### config.mk
export PLATFORM = sky130hd
export DESIGN_NAME = psm_decide
export DESIGN_NICKNAME = d
export VERILOG_FILES = /design/src/hdl/psm_pkg.sv /design/src/hdl/psm_decide.sv
export SDC_FILE = /design/constraint.sdc
export NUM_CORES = 2
export LEC_CHECK = 0
export BUFFER_PORTS_ARGS = -buffer_cell sky130_fd_sc_hd__buf_2
export CAP_MARGIN = 20
export CORE_ASPECT_RATIO = 0.6
export CORE_UTILIZATION = 46
export CTS_CLUSTER_SIZE = 20
export DETAILED_ROUTE_END_ITERATION = 10
export SLEW_MARGIN = 20
export SYNTH_ARGS = -nofsm -noshare
export SYNTH_HDL_FRONTEND = slang
export SYNTH_SLANG_ARGS = --single-unit
### constraint.sdc
create_clock -name clock -period 14.7 [get_ports clock]
set_input_delay 2.205 -clock clock [delete_from_list [all_inputs] [get_ports clock]]
set_output_delay 2.205 -clock clock [all_outputs]
set_load 0.005 [all_outputs]
### src/hdl/psm_pkg.sv
// Package for the parallel selection-sampling marker.
// Types, widths and register indexes shared by all hdl files. No dependencies.
package psm_pkg;

   localparam int COIN_W    = 32;
   localparam int ITEM_W    = 32;
   localparam int SUB_OUT_W = 6;
   localparam int CSR_W     = 32;
   localparam int CSR_IDX_W = 2;
   localparam int SUBCNT_W  = 7;

   // register indexes on the csr port
   localparam logic [CSR_IDX_W-1:0] REG_TOTAL_ITEMS  = 2'd0;
   localparam logic [CSR_IDX_W-1:0] REG_SAMPLE_SIZE  = 2'd1;
   localparam logic [CSR_IDX_W-1:0] REG_SUBSET_COUNT = 2'd2;

   typedef enum logic [1:0] {
      ST_IDLE,
      ST_MUL,
      ST_CMP
   } psm_state_type;

   // operands handed to the decision unit
   typedef struct packed {
      logic              start;
      logic [COIN_W-1:0] coin;
      logic [ITEM_W-1:0] remain;
      logic [ITEM_W-1:0] left;
   } psm_dec_req_type;

   // decision unit result
   typedef struct packed {
      logic              marked;
      logic [ITEM_W-1:0] left_now;
      logic [ITEM_W-1:0] left_next;
   } psm_dec_res_type;

endpackage

### src/hdl/psm_decide.sv
// Keep/skip decision: coin < (left << 32) / remain, evaluated without a divider
// as (coin + 1) * remain <= left << 32. Depends on psm_pkg.
module psm_decide (
   input  logic                        clock,
   input  psm_pkg::psm_dec_req_type    dec_req,
   output psm_pkg::psm_dec_res_type    dec_res
);
   import psm_pkg::*;

   logic [2*ITEM_W-1:0] product_ff;
   logic [2*ITEM_W-1:0] product_in;
   logic [ITEM_W-1:0]   remain_ff;
   logic [ITEM_W-1:0]   left_ff;
   logic [2*ITEM_W:0]   lhs;
   logic [2*ITEM_W:0]   rhs;

   assign product_in = {{ITEM_W{1'b0}}, dec_req.coin} * {{ITEM_W{1'b0}}, dec_req.remain};

   always_ff @(posedge clock) begin
      if (dec_req.start) begin
         product_ff <= product_in;
         remain_ff  <= dec_req.remain;
         left_ff    <= dec_req.left;
      end
   end

   // floor(x) > coin  <=>  x >= coin + 1
   assign lhs = {1'b0, product_ff} + {{(ITEM_W+1){1'b0}}, remain_ff};
   assign rhs = {1'b0, left_ff, {ITEM_W{1'b0}}};

   always_comb begin
      dec_res.marked    = (lhs <= rhs);
      dec_res.left_now  = left_ff;
      dec_res.left_next = dec_res.marked ? (left_ff - ITEM_W'(1)) : left_ff;
   end

endmodule

==> run summary <==
Pre-Repair DR Iteration Count: 7
CTS buffer count: 17
Worst path max stage delay: 0.78 ns
Clock-pin slew on the worst setup and hold paths: 0.07 ns
Vias: 29540
Post-synth EDFFs: 128
Final Hold Fails: 0
CTS root buf: clkbuf_16
Detailed-route DRC error count: 0
Synthesized area per cell: 9.366 µm²
Ratio of cells with drive above 1 in the final layout: 0.05272
Hold bufs inserted after CTS: 0
IO Pins: 163
Wire per inst: 20.22 µm
Netlist cell types: 74
Buffer depth of the longest clock path: 2
Hold Crit Class: in2reg
Core Box Area: 87970 µm²
Starting DRT DRC Count: 2189
PortBufs: 162
Crit path capture type: output port
CTS H-tree depth: 4
Crit Path Category: reg2out
Max-cap viol count: 0
Peak Freq: 0.09579 GHz
Syn. warnings: 0
Most common cell in the netlist: inv_1
Postcts setup bufs: 0
Gpl congestion: 0.9232
Area leader, netlist: fa_1
Post-synthesis sequential area ratio: 0.09361
Most common library cells after synthesis: inv_1, fa_1, and2_1
TNS Setup: 0 ns
First-pass GRT wire length: 179700 µm
Sinks on Clock Net: 128
Outcome: finished, final reports clean
Synth Flop Type: edfxtp_1
Tmin final: 10.44 ns
Initial antenna violation count: 8
Worst Path Arrival: 8.23 ns
Top cells by area, synth: fa_1, ha_1, edfxtp_1
Share of synthesized registers carrying an async set or reset: 0
Largest net degree at the start of global routing: 70
Post-Synthesis Cell Area: 41060 µm²
DP Wirelength: 89650 µm
FILL cells: 8360
Initial Util: 0.4668
Final Max Slew Viols: 0
CP required: 12.49 ns
Measured slew at the worst slew-check pin: 1.038 ns
PostCTS Resize Cnt: 0
Synthesis-stage register bit count: 128
Via density: 5.344
Cell row count: 84
Worst setup SP type: flip-flop
Post-synth top area share: 0.4373
Area Overhead vs Synth: 5.235%
Die Wd: 387.7 µm
Die height: 233.4 µm
Crit path depth: 25
CP delay by family, top: simple AND/OR/NAND/NOR gates
Grt total ovfl: 0
Worst Hold Depth: 1
CP Buf/Inv Count: 1
Cells after Synth: 4384
CTS tree: built
Period utilisation layout: 0.7102
Slew headroom: 0.3058
Final ANT Viol Nets: 0
RSZ-0062 raised after global routing: no
Detailed Route WL: 111800 µm
Setup violations, final: 0
Nets: 5674
Vias in the first global route: 30783
Gr usage total: 0.2576
Post-Synthesis Net Count: 5707
Crit path max fanout: 35
Slowest CP cell: nor4_1
Area of the die: 90500 µm²
final cells by class:
class / count / area, µm² / area share
antenna: 4 / 10.01 / 0.0002316
clock buffer: 17 / 425.4 / 0.009845
clock inverter: 14 / 205.2 / 0.004749
inverter: 912 / 3423 / 0.07922
multi-input combinational: 3114 / 32920 / 0.7618
sequential: 128 / 3844 / 0.08895
tap: 1161 / 1453 / 0.03362
timing repair buffer: 178 / 933.4 / 0.02160
flip-flops by register name, indices dropped and copies added (netlist names):
signal,count
left_ff,32
product_ff,64
remain_ff,32
cells in the final DEF (no fill, tap or decap), types with 5 or more instances in the layout:
master     count
inv_1        912
fa_1         897
and2_1       611
nand2_1      508
ha_1         328
buf_2        161
edfxtp_1     128
a21oi_1      108
xnor2_1       99
nor2_1        70
a21o_1        61
o21ai_0       49
nand3_1       46
nand4_1       44
xor2_1        35
and3_1        22
a31oi_1       18
o21a_1        17
clkbuf_16     17
buf_4         17
nor3_1        16
nor2b_1       16
o21bai_1      15
nand2b_1      13
a211oi_1      11
and4_1         8
o211ai_1       7
nor4_1         7
o22ai_1        6
o2111ai_1      6
a311oi_1       6
o31ai_1        6
or3_1          5
nor3b_1        5
mux2i_1        5
per-stage QoR:
| stage | cell area (µm²) | hold WS, ns | utilization | cells | worst slack (ns) |
|---|---|---|---|---|---|
| floorplan | 41060 | 2.304 | - | 4384 | 5.234 |
| global placement | 42570 | 2.382 | 0.4839 | 5493 | 4.071 |
| detailed placement | 42570 | 2.383 | 0.4839 | 5493 | 3.939 |
| CTS | 43200 | 1.910 | 0.4911 | 5524 | 4.202 |
| global route | 43200 | 1.907 | 0.4911 | 5524 | 3.706 |
| finish | 43210 | 1.928 | 0.4912 | 5528 | 4.260 |
logic make-up (layout without fill, tap and decap cells):
family          Yosys count  in the layout  share of synthesized area
flops                   128            128                    0.09361
xor+xnor                134            134                    0.02858
other cells               0              4                          0
mux                       7              7                   0.001767
fa+ha+maj              1225           1225                     0.5373
compound gates          358            358                    0.05714
buf+inv                1142           1121                     0.1048
simple gates           1390           1390                     0.1769
path summary, 6_finish.rpt:
| check | startpoint | end | slack, ns |
|---|---|---|---|
| worst max-delay path | remain_ff[14] | dec_res[12] | 4.26 |
| worst min-delay path | dec_req[26] | left_ff[26] | 1.93 |
layer usage:
layer  track usage  part of all wire
met1        0.3921              0.48
met2        0.3850              0.43
met3       0.04654             0.069
met4       0.04501             0.017
met5             0           0.00012
Power is left out: the tool's default activity adds up to more than one toggle a clock period on the data nets, which glitch-free logic cannot reach.
