File: config.mk
export PLATFORM = sky130hd
export DESIGN_NAME = psm_count_mem
export DESIGN_NICKNAME = d
export VERILOG_FILES = /design/src/hdl/psm_pkg.sv /design/src/hdl/psm_count_mem.sv
export SDC_FILE = /design/constraint.sdc
export NUM_CORES = 2
export LEC_CHECK = 0
export BUFFER_PORTS_ARGS = -buffer_cell sky130_fd_sc_hd__buf_4
export CAP_MARGIN = 20
export CORE_ASPECT_RATIO = 0.75
export CORE_MARGIN = 3
export CORE_UTILIZATION = 53
export DETAILED_ROUTE_END_ITERATION = 7
export GPL_TIMING_DRIVEN = 0
export PLACE_DENSITY = 0.66
export RECOVER_POWER = 50
export SETUP_SLACK_MARGIN = 0.05
export SYNTH_ARGS = -nofsm -noshare
export SYNTH_HDL_FRONTEND = slang
export SYNTH_SLANG_ARGS = --single-unit
export TNS_END_PERCENT = 5
File: constraint.sdc
create_clock -name clock -period 4.4 [get_ports clock]
set_input_delay 0.44 -clock clock [delete_from_list [all_inputs] [get_ports clock]]
set_output_delay 0.44 -clock clock [all_outputs]
set_load 0.05 [all_outputs]
File: src/hdl/psm_pkg.sv
// Package for the parallel selection-sampling marker.
// Types, widths and register indexes shared by all hdl files. No dependencies.
package psm_pkg;

   localparam int COIN_W    = 32;
   localparam int ITEM_W    = 32;
   localparam int SUB_OUT_W = 6;
   localparam int CSR_W     = 32;
   localparam int CSR_IDX_W = 2;
   localparam int SUBCNT_W  = 7;

   // register indexes on the csr port
   localparam logic [CSR_IDX_W-1:0] REG_TOTAL_ITEMS  = 2'd0;
   localparam logic [CSR_IDX_W-1:0] REG_SAMPLE_SIZE  = 2'd1;
   localparam logic [CSR_IDX_W-1:0] REG_SUBSET_COUNT = 2'd2;

   typedef enum logic [1:0] {
      ST_IDLE,
      ST_MUL,
      ST_CMP
   } psm_state_type;

   // operands handed to the decision unit
   typedef struct packed {
      logic              start;
      logic [COIN_W-1:0] coin;
      logic [ITEM_W-1:0] remain;
      logic [ITEM_W-1:0] left;
   } psm_dec_req_type;

   // decision unit result
   typedef struct packed {
      logic              marked;
      logic [ITEM_W-1:0] left_now;
      logic [ITEM_W-1:0] left_next;
   } psm_dec_res_type;

endpackage

File: src/hdl/psm_count_mem.sv
// Per-subset remaining-count memory: one write port, one registered read port.
// Depends on psm_pkg for the count width.
module psm_count_mem #(
   parameter int DEPTH = 64,
   parameter int AW    = 6
) (
   input  logic                      clock,
   input  logic                      wr_en,
   input  logic [AW-1:0]             wr_addr,
   input  logic [psm_pkg::ITEM_W-1:0] wr_data,
   input  logic                      rd_en,
   input  logic [AW-1:0]             rd_addr,
   output logic [psm_pkg::ITEM_W-1:0] rd_data
);
   import psm_pkg::*;

   logic [ITEM_W-1:0] mem [DEPTH];
   logic [ITEM_W-1:0] rd_data_ff;

   always_ff @(posedge clock) begin
      if (wr_en) begin
         mem[wr_addr] <= wr_data;
      end
   end

   always_ff @(posedge clock) begin
      if (rd_en) begin
         rd_data_ff <= mem[rd_addr];
      end
   end

   assign rd_data = rd_data_ff;

endmodule

==> impl_metrics.toml <==
[routing]
routed_wl_mm = 238.5
antenna_left = 0
drt_first_pass_iters = 6
routedWlPerCell_microns = 41.01
vias = 40270
drc = 0
viasPerCell = 6.925
drt-initial-drc-count = 7398

[yosys]
yosys.area_share.adder = 0
synth-xor-area-share = 0
synth_top_area_share = 0.7923
synth_cells = 3324
synth-compound-area-share = 0.01666
synth-seq-cells = 2080
synth_area_leader_cell = "edfxtp_1"
yosysSeqAreaShare = 0.7923
synth_area_leaders = "edfxtp_1 79%, mux4_2 16%, mux2i_1 1.2%, o22ai_1 0.67%, nor2_1 0.65%"
yosys.area_share.simple = 0.01260
synth_mux_area_frac = 0.1672
synth_top_family_by_area = "multiplexers"
syn_nets = 3371
yosysUniqueCellTypes = 33
netlist_area_sq_um = 78840
yosys_warnings = 0
syn_area_per_cell_sq_um = 23.72

[clocking]
clk_latency_ns = 0.85
cts_resized = 0
cts_buffers = 187
tritoncts = "built"
cts_setup_buffers = 0
postCtsHoldBufs = 0
cts_buffer_depth = 3
cts-root-buf = "clkbuf_16"
clk_pin_slew_ns = 0.07
cts_sinks = 2080
htreeDepth = 4

[flow_run]
drv_cap = 33

[hold_path]
hp-start = "wr_addr[2]"
worstHoldEndpoint = "mem[52][18]$_DFFE_PP_"
hp-class = "input pin to register"
holdPathStages = 3

[critical_path]
cp_max_fo = 10
reg2reg_slack_ns = 1.76
r2r_cells = 5
critical_path_required_ns = 5.00
slowest_delay_ns = 0.85
regToRegStartpoint = "mem[55][18]$_DFFE_PP_"
critPathArrivalTime_ns = 4.48
critPathMostFrequentCell = "buf_2"
crit-reg2reg-capture = "rd_data[18]$_DFFE_PP_"
cp-start-kind = "input pin"
crit_type = "input pin to register"
cp_slowest_cell = "buf_1"
end_kind = "register"
worstPathCellList = "buf_2 > buf_2 > buf_2 > buf_1 > mux4_2 > o22ai_1 > nor2_1 > a21oi_1 > nor2_1"

[floorplanning]
dieArea_sq_um = 153500
initial_core_util = 0.5385
io_pins = 79
die_h_microns = 340.0
row_count = 121
die_x_microns = 451.3
design.core.area_sq_um = 146400

[finish]
fillerInstances = 9811
multiInputGateArea_sq_um = 15950
nets = 3739
syn_to_final_growth_pct = 14.42
drive_gt1_frac = 0.2853
seqCellArea_sq_um = 62460

[place]
globalplace.congestion = 0.8780
hpwl_mm = 155.7
place_ws_ns = -0.1678
io_buffer_count = 70

[global_route]
grt_max_degree = 65
grt-ovfl-total = 0
antenna_found_initial = 12
grt_pass1_vias = 39340
grt_use_total = 0.3130
grt_pass1_wl_mm = 324.1

[timing]
maxSlewHeadroom = -1.635
layout_setup_ws_ns = 0.5153
rsz0062_at_grt = "no"
finalHoldViolations = 0
clock_skew_ns = 0.03357
finalMaxSlewViolations = 2113
fmax_ghz = 0.2574
tightest_slew_ns = 3.953
period_needed_ns = 3.885
setup_viol = 0
finalSetupTns_ns = 0
period_share = 0.8829

[pwr]
leakage_uw = 0.02790
power_density_nw_per_um2 = 450.2
peakVddDrop_uv = 352.2

[outcome]
violations = "max-capacitance violations, max-slew violations"
status = "finished with violations"
## critical path, delay by kind of cell
family	cells	cell delay [ns]
buffers and inverters	4	2.05
AOI/OAI and AO/OA	2	0.43
muxes	1	0.40
and+or+nand+nor	2	1.12
## kinds of logic (layout without fill, tap and decap cells)
kind of cell,count (synthesis),after routing
other,0,6
multiplexers,637,637
flip-flops,2080,2080
AO/OA/AOI/OAI,202,202
buffers and inverters,182,699
AND/OR/NAND/NOR,223,223
## layer usage
| metal | vias up | global-route usage | wire (microns) |
|---|---|---|---|
| met5 | - | 0 | 0 |
| met4 | 0 | 0.1198 | 11000 |
| met3 | 573 | 0.1141 | 37400 |
| met2 | 3324 | 0.4525 | 104700 |
| met1 | 21320 | 0.4408 | 85320 |
| li1 | 15050 | - | - |
## Yosys cell counts
master    instances
edfxtp_1       2080
mux4_2          544
nor2_1          137
mux2i_1          93
o22ai_1          84
clkbuf_1         74
a21oi_1          62
buf_2            57
o221ai_1         27
nand2_1          26
buf_4            25
buf_1            21
nor2b_1          15
a22oi_1          12
a311oi_1          8
nand2b_1          8
nor3_1            7
buf_6             5
nand3_1           5
nand3b_1          5
a41o_1            4
and3_1            4
o32ai_1           4
or3_1             3
or3b_2            3
and2_1            2
nand4_1           2
or3b_1            2
a31oi_1           1
nand4b_1          1
or2_0             1
or2_1             1
or2_2             1
## cell usage in the layout, fill, tap and decap left out, types with 3 or more instances in the layout
master	n
bufinv_16	17
nor2_1	76
clkbuf_16	189
a22oi_1	12
o32ai_1	4
clkinv_1	38
buf_8	17
buf_4	64
mux4_2	544
a21oi_1	62
nand2b_1	8
nor3_1	7
and3_1	4
nand3b_1	5
clkbuf_1	153
nor2b_1	15
a41o_1	4
nand3_1	5
clkinv_8	4
buf_1	21
buf_6	8
buf_2	57
buf_16	17
nor2_4	61
clkinvlp_4	3
mux2i_1	93
buf_12	65
nand2_1	26
diode_2	6
edfxtp_1	2080
or3_1	3
a311oi_1	8
o22ai_1	84
or3b_2	3
inv_6	5
clkinv_2	36
o221ai_1	27
## layout make-up
| class | instances | share of cell area |
|---|---|---|
| antenna | 6 | 0.0001664 |
| buffer | 182 | 0.009834 |
| clock buffer | 231 | 0.05418 |
| clock inverter | 107 | 0.01168 |
| multi-input combinational | 1062 | 0.1768 |
| sequential | 2080 | 0.6924 |
| tap | 1968 | 0.02730 |
| timing repair buffer | 179 | 0.02764 |
## sequential cells by signal, indices dropped and copies added (netlist names)
register	cells
rd_data	32
mem	2048
## per-stage QoR
step	instances	util	cell area (sq um)	power [uW]	hold WS, ns
detailed placement	5468	0.5763	84370	24810	0.8647
global route	5814	0.6162	90200	41550	0.4390
floorplan	3324	-	78840	23610	0.5389
CTS	5806	0.6169	90310	40600	0.1029
finish	5815	0.6162	90210	40610	0.4619
global placement	5362	0.5589	81820	24680	0.8586
## worst max path at each step
stage / start / end / slack, ns / cells past startpoint
2_1_floorplan: wr_addr[3] / mem[48][0]$_DFFE_PP_ / 0.80 / 4
3_3_place_gp: wr_addr[3] / mem[48][19]$_DFFE_PP_ / -2.81 / 4
3_5_place_dp: rd_addr[1] / rd_data[1]$_DFFE_PP_ / -0.17 / 9
4_1_cts: rd_addr[1] / rd_data[1]$_DFFE_PP_ / 0.70 / 9
5_1_grt: rd_addr[1] / rd_data[1]$_DFFE_PP_ / 0.58 / 9
6_report: rd_addr[1] / rd_data[1]$_DFFE_PP_ / 0.52 / 9
## report_power, final
part	total, uW	switching [uW]	internal [uW]
Combinational	2420	1650	767
Clock	16100	7220	8900
Sequential	22100	43.0	22000
Total	40600	8920	31700
Power figures use the tool's default switching activity.
